==> config.mk <==
export PLATFORM = sky130hd
export DESIGN_NAME = picture_command_stream_parser_unit_flat
export DESIGN_NICKNAME = d
export VERILOG_FILES = /design/src/rtl/pcsp_pkg.sv /design/src/rtl/pcsp_if.sv /design/src/rtl/picture_command_stream_parser_unit.sv /design/src/flat_wrapper.sv
export SDC_FILE = /design/constraint.sdc
export NUM_CORES = 1
export LEC_CHECK = 0
export BUFFER_PORTS_ARGS = -buffer_cell sky130_fd_sc_hd__buf_2
export CAP_MARGIN = 40
export CORE_MARGIN = 2
export CORE_UTILIZATION = 45
export DETAILED_ROUTE_END_ITERATION = 6
export PLACE_DENSITY = 0.73
export SETUP_SLACK_MARGIN = 0.4
export SYNTH_ARGS = -nofsm -noshare
export SYNTH_HDL_FRONTEND = slang
export SYNTH_SLANG_ARGS = --single-unit
==> constraint.sdc <==
create_clock -name clock -period 2.8 [get_ports clock]
set_input_delay 0.56 -clock clock [delete_from_list [all_inputs] [get_ports clock]]
set_output_delay 0.56 -clock clock [all_outputs]
set_load 0.05 [all_outputs]
==> src/rtl/pcsp_pkg.sv <==
// shared types, codes and command decode for the picture command stream parser
`default_nettype none
package pcsp_pkg;

   // bytes at or above this value are commands
   localparam logic [7:0] CMD_BASE        = 8'hf0;
   localparam logic [7:0] OP_COLOR        = 8'hf0;
   localparam logic [7:0] OP_SCREEN_OFF   = 8'hf1;
   localparam logic [7:0] OP_PRIO         = 8'hf2;
   localparam logic [7:0] OP_PRIO_OFF     = 8'hf3;
   localparam logic [7:0] OP_Y_CORNER     = 8'hf4;
   localparam logic [7:0] OP_X_CORNER     = 8'hf5;
   localparam logic [7:0] OP_ABS_LINE     = 8'hf6;
   localparam logic [7:0] OP_SHORT_LINE   = 8'hf7;
   localparam logic [7:0] OP_FILL         = 8'hf8;
   localparam logic [7:0] OP_PATTERN_SET  = 8'hf9;
   localparam logic [7:0] OP_PLOT         = 8'hfa;
   localparam logic [7:0] OP_COLOR_PRIO   = 8'hfc;
   localparam logic [7:0] OP_END          = 8'hff;

   // pattern code bit that puts a pattern number ahead of every plot
   localparam int unsigned PAT_NUMBER_BIT = 5;

   localparam int unsigned EVENT_W = 4;
   localparam int unsigned PHASE_W = 2;

   typedef logic [EVENT_W-1:0] event_type;

   localparam event_type EV_COLOR_ON    = 4'd0;
   localparam event_type EV_SCREEN_OFF  = 4'd1;
   localparam event_type EV_PRIO_ON     = 4'd2;
   localparam event_type EV_PRIO_OFF    = 4'd3;
   localparam event_type EV_PATTERN     = 4'd4;
   localparam event_type EV_COLOR_PRIO  = 4'd5;
   localparam event_type EV_END         = 4'd6;
   localparam event_type EV_Y_CORNER    = 4'd7;
   localparam event_type EV_X_CORNER    = 4'd8;
   localparam event_type EV_ABS_LINE    = 4'd9;
   localparam event_type EV_SHORT_LINE  = 4'd10;
   localparam event_type EV_RUN_BYTE    = 4'd11;
   localparam event_type EV_FILL        = 4'd12;
   localparam event_type EV_PLOT        = 4'd13;

   typedef logic [PHASE_W-1:0] phase_type;

   localparam phase_type PH_FIRST  = 2'd0;
   localparam phase_type PH_SECOND = 2'd1;
   localparam phase_type PH_THIRD  = 2'd2;

   typedef enum logic [7:0] {
      CMD_IDLE  = 8'b0000_0001,
      CMD_COLOR = 8'b0000_0010,
      CMD_PRIO  = 8'b0000_0100,
      CMD_PSET  = 8'b0000_1000,
      CMD_CPRIO = 8'b0001_0000,
      CMD_FILL  = 8'b0010_0000,
      CMD_RUN   = 8'b0100_0000,
      CMD_PLOT  = 8'b1000_0000
   } cmd_type;

   typedef struct packed {
      cmd_type   cmd;
      logic      emit;
      event_type ev;
      logic      fin;
   } decode_type;

   // decode of one command byte
   function automatic decode_type decode_command(input logic [7:0] op);
      decode_type d;
      d.cmd  = CMD_IDLE;
      d.emit = 1'b0;
      d.ev   = EV_COLOR_ON;
      d.fin  = 1'b0;
      case (op)
         OP_COLOR:       d.cmd = CMD_COLOR;
         OP_SCREEN_OFF: begin
            d.emit = 1'b1;
            d.ev   = EV_SCREEN_OFF;
         end
         OP_PRIO:        d.cmd = CMD_PRIO;
         OP_PRIO_OFF: begin
            d.emit = 1'b1;
            d.ev   = EV_PRIO_OFF;
         end
         OP_Y_CORNER: begin
            d.cmd  = CMD_RUN;
            d.emit = 1'b1;
            d.ev   = EV_Y_CORNER;
         end
         OP_X_CORNER: begin
            d.cmd  = CMD_RUN;
            d.emit = 1'b1;
            d.ev   = EV_X_CORNER;
         end
         OP_ABS_LINE: begin
            d.cmd  = CMD_RUN;
            d.emit = 1'b1;
            d.ev   = EV_ABS_LINE;
         end
         OP_SHORT_LINE: begin
            d.cmd  = CMD_RUN;
            d.emit = 1'b1;
            d.ev   = EV_SHORT_LINE;
         end
         OP_FILL:        d.cmd = CMD_FILL;
         OP_PATTERN_SET: d.cmd = CMD_PSET;
         OP_PLOT:        d.cmd = CMD_PLOT;
         OP_COLOR_PRIO:  d.cmd = CMD_CPRIO;
         OP_END: begin
            d.emit = 1'b1;
            d.ev   = EV_END;
            d.fin  = 1'b1;
         end
         default:        d.cmd = CMD_IDLE;
      endcase
      return d;
   endfunction

endpackage
`default_nettype wire

==> src/rtl/pcsp_if.sv <==
// valid/ready channel interfaces for stream bytes and parser events
`default_nettype none
interface pcsp_req_if;
   logic       valid;
   logic       ready;
   logic [7:0] in_byte;
   logic       last_in_buffer;

   modport source (output valid, output in_byte, output last_in_buffer, input ready);
   modport sink (input valid, input in_byte, input last_in_buffer, output ready);
endinterface

interface pcsp_rsp_if;
   logic       valid;
   logic       ready;
   logic [3:0] event_res;
   logic [7:0] arg_a;
   logic [7:0] arg_b;

   modport source (output valid, output event_res, output arg_a, output arg_b, input ready);
   modport sink (input valid, input event_res, input arg_a, input arg_b, output ready);
endinterface
`default_nettype wire

==> src/rtl/picture_command_stream_parser_unit.sv <==
// picture command stream parser: one stream byte in, at most one drawing event out
// latency: an event is presented in the cycle after its byte transfer (one register stage)
// throughput: one byte per cycle; the byte decode and state update sit between the
//   parser state registers and the event register, so back-to-back transfers run freely
// a byte is taken whenever the event register is empty or being drained this cycle
// reset (synchronous, active high) returns the parser to command position, clears all
//   held state and empties the event register
`default_nettype none
module picture_command_stream_parser_unit (
   input  wire logic  clock,
   input  wire logic  reset,
   pcsp_req_if.sink   req_chan,
   pcsp_rsp_if.source rsp_chan
);
   import pcsp_pkg::*;

   // parser state
   cmd_type     cmd_ff,            cmd_in;
   phase_type   phase_ff,          phase_in;
   logic [7:0]  held_ff,           held_in;
   logic [7:0]  pat_code_ff,       pat_code_in;
   logic [6:0]  pat_num_ff,        pat_num_in;
   logic        finished_ff,       finished_in;

   // event register
   logic        rsp_valid_ff,      rsp_valid_in;
   event_type   rsp_event_ff,      rsp_event_in;
   logic [7:0]  rsp_arg_a_ff,      rsp_arg_a_in;
   logic [7:0]  rsp_arg_b_ff,      rsp_arg_b_in;

   logic        req_xfer;
   logic        is_cmd;
   logic        emit;
   event_type   ev;
   logic [7:0]  arg_a;
   logic [7:0]  arg_b;
   decode_type  dec;
   logic [7:0]  b;

   // input side stalls only when a finished event is still waiting and not being taken
   assign req_chan.ready = !rsp_valid_ff || rsp_chan.ready;
   assign req_xfer       = req_chan.valid && req_chan.ready;

   assign b      = req_chan.in_byte;
   assign is_cmd = (b >= CMD_BASE);
   assign dec    = decode_command(b);

   // byte decode and next state
   always_comb begin
      cmd_in      = cmd_ff;
      phase_in    = phase_ff;
      held_in     = held_ff;
      pat_code_in = pat_code_ff;
      pat_num_in  = pat_num_ff;
      finished_in = finished_ff;
      emit        = 1'b0;
      ev          = EV_COLOR_ON;
      arg_a       = 8'd0;
      arg_b       = 8'd0;

      if (!finished_ff) begin
         case (cmd_ff)
            // fixed argument bytes are taken as they are, even command values
            CMD_COLOR: begin
               cmd_in = CMD_IDLE;
               emit   = 1'b1;
               ev     = EV_COLOR_ON;
               arg_a  = b;
            end
            CMD_PRIO: begin
               cmd_in = CMD_IDLE;
               emit   = 1'b1;
               ev     = EV_PRIO_ON;
               arg_a  = b;
            end
            CMD_PSET: begin
               cmd_in      = CMD_IDLE;
               pat_code_in = b;
               emit        = 1'b1;
               ev          = EV_PATTERN;
               arg_a       = b;
               arg_b       = {1'b0, pat_num_ff};
            end
            CMD_CPRIO: begin
               if (phase_ff == PH_FIRST) begin
                  held_in  = b;
                  phase_in = PH_SECOND;
               end else begin
                  // color and priority pair, then the command carries on as a fill run
                  cmd_in   = CMD_FILL;
                  phase_in = PH_FIRST;
                  emit     = 1'b1;
                  ev       = EV_COLOR_PRIO;
                  arg_a    = held_ff;
                  arg_b    = b;
               end
            end
            default: begin
               if (is_cmd) begin
                  // new command; any half-built pair or plot is dropped
                  cmd_in      = dec.cmd;
                  phase_in    = PH_FIRST;
                  emit        = dec.emit;
                  ev          = dec.ev;
                  finished_in = dec.fin;
               end else begin
                  case (cmd_ff)
                     CMD_RUN: begin
                        emit  = 1'b1;
                        ev    = EV_RUN_BYTE;
                        arg_a = b;
                     end
                     CMD_FILL: begin
                        if (phase_ff == PH_FIRST) begin
                           held_in  = b;
                           phase_in = PH_SECOND;
                        end else begin
                           phase_in = PH_FIRST;
                           emit     = 1'b1;
                           ev       = EV_FILL;
                           arg_a    = held_ff;
                           arg_b    = b;
                        end
                     end
                     CMD_PLOT: begin
                        if (phase_ff == PH_FIRST && pat_code_ff[PAT_NUMBER_BIT]) begin
                           // pattern number byte ahead of the coordinates
                           pat_num_in = b[7:1];
                           phase_in   = PH_SECOND;
                           emit       = 1'b1;
                           ev         = EV_PATTERN;
                           arg_a      = pat_code_ff;
                           arg_b      = {1'b0, b[7:1]};
                        end else if (phase_ff == PH_FIRST || phase_ff == PH_SECOND) begin
                           held_in  = b;
                           phase_in = PH_THIRD;
                        end else begin
                           phase_in = PH_FIRST;
                           emit     = 1'b1;
                           ev       = EV_PLOT;
                           arg_a    = held_ff;
                           arg_b    = b;
                        end
                     end
                     // command position or unknown command: stray bytes are skipped
                     default: begin
                        emit = 1'b0;
                     end
                  endcase
               end
            end
         endcase
      end

      // last byte of a buffer: its event still goes out, then all state starts over
      if (req_chan.last_in_buffer) begin
         cmd_in      = CMD_IDLE;
         phase_in    = PH_FIRST;
         held_in     = 8'd0;
         pat_code_in = 8'd0;
         pat_num_in  = 7'd0;
         finished_in = 1'b0;
      end
   end

   // event register: loads on a byte transfer, empties when its event is taken
   always_comb begin
      rsp_valid_in = rsp_valid_ff;
      rsp_event_in = rsp_event_ff;
      rsp_arg_a_in = rsp_arg_a_ff;
      rsp_arg_b_in = rsp_arg_b_ff;
      if (rsp_valid_ff && rsp_chan.ready) begin
         rsp_valid_in = 1'b0;
      end
      if (req_xfer) begin
         rsp_valid_in = emit;
         rsp_event_in = ev;
         rsp_arg_a_in = arg_a;
         rsp_arg_b_in = arg_b;
      end
   end

   always_ff @(posedge clock) begin
      if (reset) begin
         cmd_ff       <= CMD_IDLE;
         phase_ff     <= PH_FIRST;
         held_ff      <= 8'd0;
         pat_code_ff  <= 8'd0;
         pat_num_ff   <= 7'd0;
         finished_ff  <= 1'b0;
         rsp_valid_ff <= 1'b0;
      end else begin
         if (req_xfer) begin
            cmd_ff      <= cmd_in;
            phase_ff    <= phase_in;
            held_ff     <= held_in;
            pat_code_ff <= pat_code_in;
            pat_num_ff  <= pat_num_in;
            finished_ff <= finished_in;
         end
         rsp_valid_ff <= rsp_valid_in;
      end
   end

   // payload needs no reset
   always_ff @(posedge clock) begin
      rsp_event_ff <= rsp_event_in;
      rsp_arg_a_ff <= rsp_arg_a_in;
      rsp_arg_b_ff <= rsp_arg_b_in;
   end

   assign rsp_chan.valid     = rsp_valid_ff;
   assign rsp_chan.event_res = rsp_event_ff;
   assign rsp_chan.arg_a     = rsp_arg_a_ff;
   assign rsp_chan.arg_b     = rsp_arg_b_ff;

`ifndef ASSERT_OFF
   // a buffer's last byte leaves the parser in command position and not finished
   a_last_restarts: assert property (@(posedge clock) disable iff (reset)
      req_xfer && req_chan.last_in_buffer |=> cmd_ff == CMD_IDLE && !finished_ff
         && phase_ff == PH_FIRST)
      else $error("parser state not cleared after last byte of buffer");

   // only pair, color-priority and plot commands ever sit past their first phase
   a_phase_owner: assert property (@(posedge clock) disable iff (reset)
      phase_ff != PH_FIRST |-> cmd_ff == CMD_CPRIO || cmd_ff == CMD_FILL
         || cmd_ff == CMD_PLOT)
      else $error("sub phase set outside a multi-byte command");

   // third phase belongs to plot runs alone
   a_third_phase: assert property (@(posedge clock) disable iff (reset)
      phase_ff == PH_THIRD |-> cmd_ff == CMD_PLOT)
      else $error("third phase outside a plot run");

   // once finished no byte yields an event
   a_quiet_after_end: assert property (@(posedge clock) disable iff (reset)
      req_xfer && finished_ff |=> !rsp_valid_ff)
      else $error("event produced after end command");

   // the command register stays one-hot
   a_cmd_onehot: assert property (@(posedge clock) disable iff (reset)
      $onehot(cmd_ff))
      else $error("command register lost one-hot coding");
`endif

endmodule
`default_nettype wire
==> src/flat_wrapper.sv <==
// flat-port wrapper written by rule: the top's interface ports become plain ports
module picture_command_stream_parser_unit_flat import pcsp_pkg::*;
  (clock, reset, req_chan_valid, req_chan_in_byte, req_chan_last_in_buffer, req_chan_ready, rsp_chan_valid, rsp_chan_event_res, rsp_chan_arg_a, rsp_chan_arg_b, rsp_chan_ready);
  pcsp_req_if req_chan_i ();
  pcsp_rsp_if rsp_chan_i ();
  input  wire logic clock;
  input  wire logic reset;
  input wire logic [$bits(req_chan_i.valid)-1:0] req_chan_valid;
  input wire logic [$bits(req_chan_i.in_byte)-1:0] req_chan_in_byte;
  input wire logic [$bits(req_chan_i.last_in_buffer)-1:0] req_chan_last_in_buffer;
  output wire logic [$bits(req_chan_i.ready)-1:0] req_chan_ready;
  output wire logic [$bits(rsp_chan_i.valid)-1:0] rsp_chan_valid;
  output wire logic [$bits(rsp_chan_i.event_res)-1:0] rsp_chan_event_res;
  output wire logic [$bits(rsp_chan_i.arg_a)-1:0] rsp_chan_arg_a;
  output wire logic [$bits(rsp_chan_i.arg_b)-1:0] rsp_chan_arg_b;
  input wire logic [$bits(rsp_chan_i.ready)-1:0] rsp_chan_ready;
  assign req_chan_i.valid = req_chan_valid;
  assign req_chan_i.in_byte = req_chan_in_byte;
  assign req_chan_i.last_in_buffer = req_chan_last_in_buffer;
  assign req_chan_ready = req_chan_i.ready;
  assign rsp_chan_valid = rsp_chan_i.valid;
  assign rsp_chan_event_res = rsp_chan_i.event_res;
  assign rsp_chan_arg_a = rsp_chan_i.arg_a;
  assign rsp_chan_arg_b = rsp_chan_i.arg_b;
  assign rsp_chan_i.ready = rsp_chan_ready;
  picture_command_stream_parser_unit u_core (.clock(clock), .reset(reset), .req_chan(req_chan_i), .rsp_chan(rsp_chan_i));
endmodule
==> results of run 1 <==
==> worst paths after layout <==
kind | end | startpoint | cells after the start
worst max register to register | u_core.cmd_ff[0]$_SDFFE_PP1P_ | u_core.cmd_ff[4]$_SDFFE_PP0P_ | 5
worst min register to register | u_core.pat_code_ff[2]$_SDFFE_PP0P_ | u_core.pat_code_ff[2]$_SDFFE_PP0P_ | 1
worst min-delay path | u_core.pat_code_ff[2]$_SDFFE_PP0P_ | u_core.pat_code_ff[2]$_SDFFE_PP0P_ | 1
worst max-delay path | u_core.cmd_ff[0]$_SDFFE_PP1P_ | u_core.cmd_ff[4]$_SDFFE_PP0P_ | 5
==> kinds of logic (layout without fill, tap and decap cells) <==
family / after synthesis / after routing
AO/OA/AOI/OAI: 100 / 100
XOR/XNOR: 3 / 3
buffers and inverters: 25 / 58
flip-flops: 55 / 55
multiplexers: 2 / 2
AND/OR/NAND/NOR: 120 / 120
==> cell usage in the layout (no fill, tap or decap), types with 5 or more instances in the layout <==
cell type,Yosys,final
buf_4,1,9
dfxtp_1,35,35
o2bb2ai_1,8,8
a21o_1,5,5
nor3b_1,6,6
nor3_1,7,7
buf_2,5,34
nor2_1,19,19
a221o_1,8,8
nand2_1,17,17
inv_1,6,6
nand3_1,16,16
nor2b_1,7,7
clkbuf_8,0,5
o21ai_0,15,15
a22o_1,20,20
nand4_1,5,5
a21oi_1,12,11
nand2b_1,15,14
edfxtp_1,20,20
==> worst max-delay path: stages, from the launching register on <==
cell,delay (ps)
dfxtp_1,570
nor4b_1,380
nand2_1,250
nor2_1,510
a21oi_1,90
o32a_1,300
==> through the flow <==
step / power, mW / setup WS (ps) / hold WS, ps / util, %
CTS: 1.46 / 478 / 488 / 52.0
floorplan: 0.973 / 457 / 434 / -
finish: 1.46 / 596 / 488 / 52.7
detailed placement: 1.02 / 412 / 460 / 50.6
global placement: 1.02 / 528 / 458 / 50.4
global route: 1.51 / 424 / 499 / 52.7
==> synth_stat cells (5+ instances only) <==
cell type,count
nor3_1,7
inv_1,6
a21oi_1,12
nor3b_1,6
buf_2,5
a221o_1,8
a22o_1,20
clkbuf_1,12
dfxtp_1,35
o21ai_0,15
edfxtp_1,20
nor2b_1,7
nand4_1,5
nand2b_1,15
nand3_1,16
a21o_1,5
nor2_1,19
o2bb2ai_1,8
nand2_1,17
==> per-layer routing <==
layer  GRT usage [%]  part of all wire, %  vias to the layer above  wire length, um
li1                -                    -                     1250                -
met1            33.3                   45                     1291             3570
met2            34.1                   43                      178             3460
met3            4.18                   10                       23              821
met4            5.34                  1.9                        0              154
met5               0                    0                        -                0
==> area by class of cell <==
class,instances,area [sq um]
clock inverter,2,17.5
inverter,6,22.5
multi-input combinational,225,1590
clock buffer,6,72.6
fill,575,3000
timing repair buffer,44,249
tap,77,96.3
sequential,55,1300
==> power by group <==
group / internal (mW) / total (mW) / switching (mW) / leakage (nW)
sequential: 0.841 / 0.848 / 0.00689 / 0.489
clock: 0.181 / 0.456 / 0.275 / 0.0454
combinational: 0.0423 / 0.160 / 0.118 / 0.732
total: 1.06 / 1.46 / 0.400 / 1.27
==> flip-flops by register name, indices dropped and copies added (netlist names) <==
signal / flops
u_core.cmd_ff: 8
u_core.held_ff: 8
u_core.pat_code_ff: 8
u_core.rsp_chan.arg_a: 8
u_core.rsp_chan.arg_b: 8
u_core.pat_num_ff: 7
u_core.rsp_chan.event_res: 4
u_core.phase_ff: 2
u_core.finished_ff: 1
u_core.rsp_chan.valid: 1
==> what timing repair did <==
item | 4_1_cts | 5_1_grt
setup endpoints to repair | 0 | 29
gates resized for setup | 0 | 5
buffers inserted | 0 | 1
==> summary.txt, run 1 <==
Run status
  – Status: completed

Power and ir drop
  – P_leak: 1.27 nW
  – P per Cell Area: 437 nW/um^2
  – Worst IR drop on VDD: 0.306 mV

Logic synthesis
  – Adder-cell area share of the yosys netlist: 0%
  – EDFF count, synth: 20
  – Sequential area share after synthesis: 44.0%
  – Compound-gate portion of the synthesized area: 26.3%
  – FF+latch count, synth: 55
  – Synth top area cells: dfxtp_1 (24%), edfxtp_1 (20%), a22o_1 (5.9%)
  – XOR/XNOR share of the synthesized area: 0.888%
  – Main combinational cell family by area after synthesis: compound AO/OA/AOI/OAI gates
  – Post-synth top area cell: dfxtp_1
  – Post-synthesis mux area share: 0.677%
  – Synthesized area per cell: 9.70 sq um
  – Synth unique cells: 61
  – Net Count, Synth: 318
  – Synth Flop Type: dfxtp_1
  – Post-synth top area share: 23.7%
  – Asr flop ratio synth: 0%
  – Syn Inst Count: 305
  – Synth Cell Area: 2960 sq um
  – Synth Area in Simple Gates: 24.4%
  – Yosys warns: 0

Place
  – Placed cell area: 3210 sq um
  – Hpwl dp: 5550 um
  – Dpl cells: 406
  – I/O Buffers: 34
  – RePlAce Congestion: 0.888

Clocking
  – CTS H-Tree Depth: 2
  – Num CTS Buffers: 5
  – CTS tree: yes
  – Worst skew pair latency: 320 ps
  – Clock sink total: 55
  – Buffers from clock root to sink, at most: 2
  – Worst-path clk slew: 110 ps
  – Hold Buf Count CTS: 0
  – Clock root buffer: clkbuf_8

Global routing
  – Antenna violations before repair: 0
  – Largest net degree at the start of global routing: 18
  – Total Routing Usage GR: 22.5%
  – Vias in the first global route: 2464
  – Global-route wire length before repair: 12900 um
  – Congestion Overflow GR: 0

Floorplanning
  – Starting Density: 46.6%
  – Row count: 29
  – Core region area: 6350 sq um
  – Chip Height: 85.1 um
  – Num ports: 35
  – Horiz. Die Dim: 85.1 um
  – Die ar.: 7240 sq um

Setup path
  – Critical Path Start Type: flop
  – Worst EP arrival: 2420 ps
  – Worst setup path class: reg2reg
  – WP data required: 3020 ps
  – CP max FO: 10
  – R2r setup slk: 600 ps
  – Crit end category: flop

Finish
  – Antenna diodes: 0
  – Final std cells w/o fill: 415
  – P&R area growth vs syn: 13.1%
  – Nets: 350
  – Share of layout cells above drive strength 1: 19.8%
  – Finished Cell Area: 3350 sq um

STA
  – Post-layout min period: 2200 ps
  – Fmax: 0.454 GHz
  – Relative slew slack: 50.5%
  – Max Clock Skew: 11.2 ps
  – Final slew viol count: 0
  – Setup TNS: 0 ps
  – Fin. Hold Viols: 0
  – Fin crit share: 78.7%
  – Final setup vio count: 0
  – RSZ-0062 raised after global routing: false
  – Worst-Margin Slew: 737 ps

Drt
  – First-pass DRT Iterations: 6
  – DR DRC count: 0
  – Wire length per cell: 19.3 um
  – First-iteration detailed-routing DRC count: 373
  – Average via count per standard cell: 6.61
  – Final WL: 8010 um
  – Routed Antenna Nets: 0
  – Vias: 2742

Worst hold path
  – Min-delay worst type: reg2reg

Job
  – Max-Cap Viols: 0
No activity file was read; power rests on OpenSTA's default activity.
==> run 2, diff against run 1 <==
PLACE_DENSITY = 0.76   (was 0.73)
clock period = 1.8 ns   (was 2.8 ns; I/O delays follow)
==> run 2 against run 1 <==
Against the previous run: the flow now finishes with violations (setup timing); non-clock buffer count up 82; largest cell class unchanged; clock power up 87%; first-iteration DRC count down 16%; register-to-register slack worse by 790 ps; clock skew down 7.3 ps; die area unchanged; combinational power up 110%; clock-buffer cell count unchanged; wire length up 31%.
==> summary.txt, run 2 (same netlist as run 1, synthesis figures left out) <==
Setup path
  – Worst EP arrival: 2220 ps
  – WP data required: 2020 ps
  – Crit path launch: u_core.cmd_ff[3]$_SDFFE_PP0P_
  – Worst setup path class: reg2reg
  – CP max FO: 7
  – Reg-to-Reg Start: u_core.cmd_ff[3]$_SDFFE_PP0P_
  – Slowest stage delay, CP: 410 ps
  – Critical Path Start Type: flop
  – Slowest cell on the critical path: o41ai_4
  – Crit-path cells: buf_6 -> nor4_4 -> buf_4 -> nand2_4 -> o41ai_4 -> o21ai_4 -> a22o_1
  – Crit end category: flop

STA
  – Worst hold slack: 346 ps
  – RSZ-0062 raised after global routing: true
  – Fin worst setup slack: -199 ps
  – Final setup vio count: 42
  – Setup TNS: -3730 ps
  – Relative slew slack: 67.6%
  – Fin crit share: 111%
  – Worst-Margin Slew: 486 ps
  – Post-layout min period: 2000 ps
  – Max Clock Skew: 3.91 ps
  – Fmax: 0.500 GHz
  – Fin. Hold Viols: 0
  – Final slew viol count: 0

Finish
  – Fill cells: 437
  – P&R area growth vs syn: 53.7%
  – Finished Cell Area: 4550 sq um
  – Share of layout cells above drive strength 1: 50.7%
  – Antenna diodes: 0
  – Finished Core Util: 71.6%
  – Most common cell after layout, fill and taps aside: buf_4
  – Nets: 432
  – Commonest non-fill, non-tap cells in the layout: buf_4 (72), buf_2 (33), dfxtp_1 (26)
  – Final std cells w/o fill: 497

Place
  – RePlAce Congestion: 0.955
  – DP Worst Slack: -153 ps
  – I/O Buffers: 34
  – Dpl cells: 472
  – Placed cell area: 3920 sq um
  – Hpwl dp: 6480 um

Drt
  – Vias: 3141
  – Routed Antenna Nets: 0
  – Final WL: 10500 um
  – First-iteration detailed-routing DRC count: 312
  – Average via count per standard cell: 6.32
  – Wire length per cell: 21.2 um
  – First-pass DRT Iterations: 5
  – DR DRC count: 0

Run status
  – Status: finished with violations
  – Failing checks: setup timing

Global routing
  – Antenna violations before repair: 0
  – Largest net degree at the start of global routing: 24
  – Global-route wire length before repair: 15600 um
  – Total Routing Usage GR: 27.5%
  – Congestion Overflow GR: 0
  – Vias in the first global route: 3014

Clocking
  – Num CTS Buffers: 5
  – Buffers from clock root to sink, at most: 2
  – CTS tree: yes
  – Clock root buffer: clkbuf_8
  – CTS H-Tree Depth: 2
  – Worst-path clk slew: 100 ps
  – Clock sink total: 55
  – Worst skew pair latency: 320 ps
  – Hold Buf Count CTS: 0

Power and ir drop
  – Total chip power: 2.50 mW
  – P_leak: 1.79 nW
  – Worst IR drop on VDD: 0.424 mV
  – P per Cell Area: 549 nW/um^2

Floorplanning
  – Horiz. Die Dim: 85.1 um
  – Chip Height: 85.1 um
  – Num ports: 35
  – Row count: 29
  – Die ar.: 7240 sq um
  – Starting Density: 46.6%
  – Core region area: 6350 sq um

Worst hold path
  – Min-delay src: req_chan_in_byte[2]
  – Min-delay worst type: in2reg

Job
  – Max-Cap Viols: 0
-- run 2: changes by cell type in the layout (fill, tap and decap cells not counted), moves of 9 or more --
| cell | delta |
|---|---|
| buf_4 | +63 |
| buf_6 | +16 |
| dfxtp_1 | -9 |
| o21ai_0 | -12 |
-- run 2: path summary, 6_finish.rpt --
check | end | slack, ps | cells past startpoint
hold / removal | u_core.cmd_ff[4]$_SDFFE_PP0P_ | 350 | 3
hold reg to reg | u_core.held_ff[7]$_SDFFE_PP0P_ | 490 | 2
setup / recovery | u_core.pat_num_ff[4]$_SDFFE_PP0P_ | -200 | 7
setup reg to reg | u_core.pat_num_ff[4]$_SDFFE_PP0P_ | -200 | 7
-- run 2: worst max-delay path, delay by kind of cell (launching register included) --
family                 cells  cell delay, ps
AND/OR/NAND/NOR            2             350
buffers and inverters      2             320
AO/OA/AOI/OAI              3             840
flip-flops                 1             390
-- run 2: what timing repair did --
item | CTS | global route
gates cloned | 0 | 0
pin swaps | 30 | 21
setup endpoints to repair | 69 | 68
resized for setup | 67 | 26
endpoints found under the hold margin | 0 | 0
setup buffers | 10 | 7
-- run 2: cell type report --
type / instances / area (sq um) / share of cell area, %
clock buffers: 6 / 72.6 / 1.60
clock inverters: 2 / 38.8 / 0.853
inverters: 6 / 26.3 / 0.578
multi-input cells: 225 / 2020 / 44.4
flip-flops and latches: 55 / 1330 / 29.2
well taps: 77 / 96.3 / 2.12
repair buffers: 126 / 967 / 21.3
-- run 2: power by group --
group | switching [mW] | internal (mW)
clock network | 0.430 | 0.421
logic | 0.222 | 0.115
registers | 0.00893 | 1.30
total | 0.661 | 1.84
-- run 2: metal layers --
metal,up-vias,track usage [%],wire (um)
met5,-,0,0
met4,0,8.95,436
met3,47,6.61,838
met2,161,45.2,5010
met1,1505,35.8,4230
li1,1428,-,-
==> run 3, diff against run 2 <==
MAX_ROUTING_LAYER = met4   (was unset)
==> run 3 against run 2 <==
Against the previous run: hold slack improved by 80 ps; sequential cell count unchanged; register-to-register slack improved by 50 ps; the flow still finishes with violations (setup timing); sequential share of layout area is 0.83 points higher; largest cell class unchanged; power is 0.46% lower; via count fell by 6.5%; setup slack better by 51 ps; final area decreased by 2.9%.
==> summary.txt, run 3 (same netlist as run 1, synthesis figures left out) <==
Run status
  – Status: finished with violations
  – Failing checks: setup timing

Floorplanning
  – Core region area: 6350 sq um
  – Horiz. Die Dim: 85.1 um
  – Chip Height: 85.1 um
  – Num ports: 35
  – Row count: 29
  – Die ar.: 7240 sq um
  – Starting Density: 46.6%

STA
  – Max Clock Skew: 7.19 ps
  – RSZ-0062 raised after global routing: true
  – Relative slew slack: 73.7%
  – Post-layout min period: 1950 ps
  – Fin worst setup slack: -148 ps
  – Fin. Hold Viols: 0
  – Final setup vio count: 33
  – Worst-Margin Slew: 393 ps
  – Fin crit share: 108%
  – Fmax: 0.513 GHz
  – Final slew viol count: 0

Finish
  – Nets: 424
  – P&R area growth vs syn: 49.2%
  – Share of layout cells above drive strength 1: 49.3%
  – Antenna diodes: 0
  – Most common cell after layout, fill and taps aside: buf_4
  – Finished Cell Area: 4410 sq um
  – Commonest non-fill, non-tap cells in the layout: buf_4 (69), buf_2 (33), dfxtp_1 (26)
  – Final std cells w/o fill: 489
  – Finished Core Util: 69.5%

Setup path
  – Worst EP arrival: 2170 ps
  – Crit path max-delay family: simple AND/OR/NAND/NOR gates
  – Critical Path Start Type: flop
  – Buf/Inv on CP: 1
  – Slowest stage delay, CP: 550 ps
  – Worst path most repeated cell: or4_4
  – Slowest cell on the critical path: or4_4
  – WP data required: 2020 ps
  – Worst setup path class: reg2reg
  – CP max FO: 7
  – Crit-path cells: or4_4 -> or4_4 -> a21oi_4 -> buf_4 -> a311oi_1 -> o22ai_1
  – Crit end category: flop

Drt
  – Wire length per cell: 18.3 um
  – Final WL: 8960 um
  – DR DRC count: 0
  – Max layer used: met4
  – Routed Antenna Nets: 0
  – First-pass DRT Iterations: 5
  – Average via count per standard cell: 6.01
  – Vias: 2937
  – WL met1: 4110 um
  – First-iteration detailed-routing DRC count: 307
  – WL met3: 569 um
  – Met2 wire length: 4210 um

Global routing
  – Vias in the first global route: 2751
  – Total Routing Usage GR: 25.4%
  – Congestion Overflow GR: 0
  – Antenna violations before repair: 0
  – Largest net degree at the start of global routing: 24
  – Global-route wire length before repair: 14200 um

Place
  – I/O Buffers: 34
  – Dpl cells: 472
  – Placed cell area: 3920 sq um
  – Hpwl dp: 6410 um
  – RePlAce Congestion: 0.961

Job
  – Max-Cap Viols: 0

Clocking
  – Worst-path clk slew: 100 ps
  – Worst skew pair latency: 310 ps
  – CTS H-Tree Depth: 2
  – Clock sink total: 55
  – Buffers from clock root to sink, at most: 2
  – Num CTS Buffers: 5
  – CTS tree: yes
  – Clock root buffer: clkbuf_8

Power and ir drop
  – Worst IR drop on VDD: 0.538 mV
  – P_leak: 1.75 nW
  – P per Cell Area: 563 nW/um^2

Worst hold path
  – Min-delay worst type: in2reg
==> run 3: cell types whose count changed in the layout (fill, tap and decap cells not counted), moves of 3 or more <==
cell | before | now
o21ai_0 | 3 | 8
o21ai_1 | 7 | 3
buf_6 | 17 | 12
buf_4 | 72 | 69
o2bb2ai_2 | 0 | 8
o2bb2ai_1 | 8 | 0
==> run 3: per-stage QoR <==
| stage | TNS, ps | setup WS [ps] | hold WS [ps] | total power [mW] |
|---|---|---|---|---|
| 4_1_cts | -2660 | -137 | 413 | 2.47 |
| 3_3_place_gp | -3430 | -133 | 451 | 1.64 |
| 2_1_floorplan | -736 | -81.7 | 431 | 1.53 |
| 5_1_grt | -6750 | -205 | 440 | 2.54 |
| 3_5_place_dp | -3770 | -145 | 456 | 1.65 |
| 6_report | -3040 | -148 | 426 | 2.49 |
==> run 3: power breakdown <==
group	leakage [nW]	switching, mW	total, mW	internal (mW)
Clock	0.0558	0.423	0.845	0.422
Sequential	0.494	0.00846	1.31	1.30
Combinational	1.20	0.215	0.331	0.115
Total	1.75	0.647	2.49	1.84
==> run 3: path summary, 6_finish.rpt <==
kind / from / end / slack (ps) / cells past startpoint
worst min register to register: u_core.pat_code_ff[7]$_SDFFE_PP0P_ / u_core.pat_code_ff[7]$_SDFFE_PP0P_ / 490 / 1
worst max register to register: u_core.cmd_ff[2]$_SDFFE_PP0P_ / u_core.rsp_chan.valid$_SDFFE_PP0P_ / -150 / 6
worst min-delay path: req_chan_in_byte[2] / u_core.cmd_ff[4]$_SDFFE_PP0P_ / 430 / 3
worst max-delay path: u_core.cmd_ff[2]$_SDFFE_PP0P_ / u_core.rsp_chan.valid$_SDFFE_PP0P_ / -150 / 6
==> run 3: layout make-up <==
| type | instances | area, sq um |
|---|---|---|
| flip-flops and latches | 55 | 1330 |
| multi-input cells | 225 | 1960 |
| fillers | 452 | 1940 |
| clock buffers | 6 | 72.6 |
| well taps | 77 | 96.3 |
| clock inverters | 2 | 38.8 |
| repair buffers | 118 | 893 |
| inverters | 6 | 26.3 |
==> run 3: tightest hold or removal path, stage by stage <==
cell and delay (ps):
buf_2 160, nand4_1 90, o21ai_0 90
==> run 3: routing by layer <==
layer,vias to the layer above,global-route usage [%]
met5,-,-
met4,0,4.76
met3,11,5.35
met2,125,39.3
met1,1406,35.0
li1,1395,-
==> run 3: timing repair <==
action / in CTS / in global routing
setup endpoints to repair: 69 / 68
pin swaps: 26 / 15
setup buffers: 5 / 4
gates resized for setup: 53 / 15
endpoints found under the hold margin: 0 / 0
hold buffers: 0 / 0
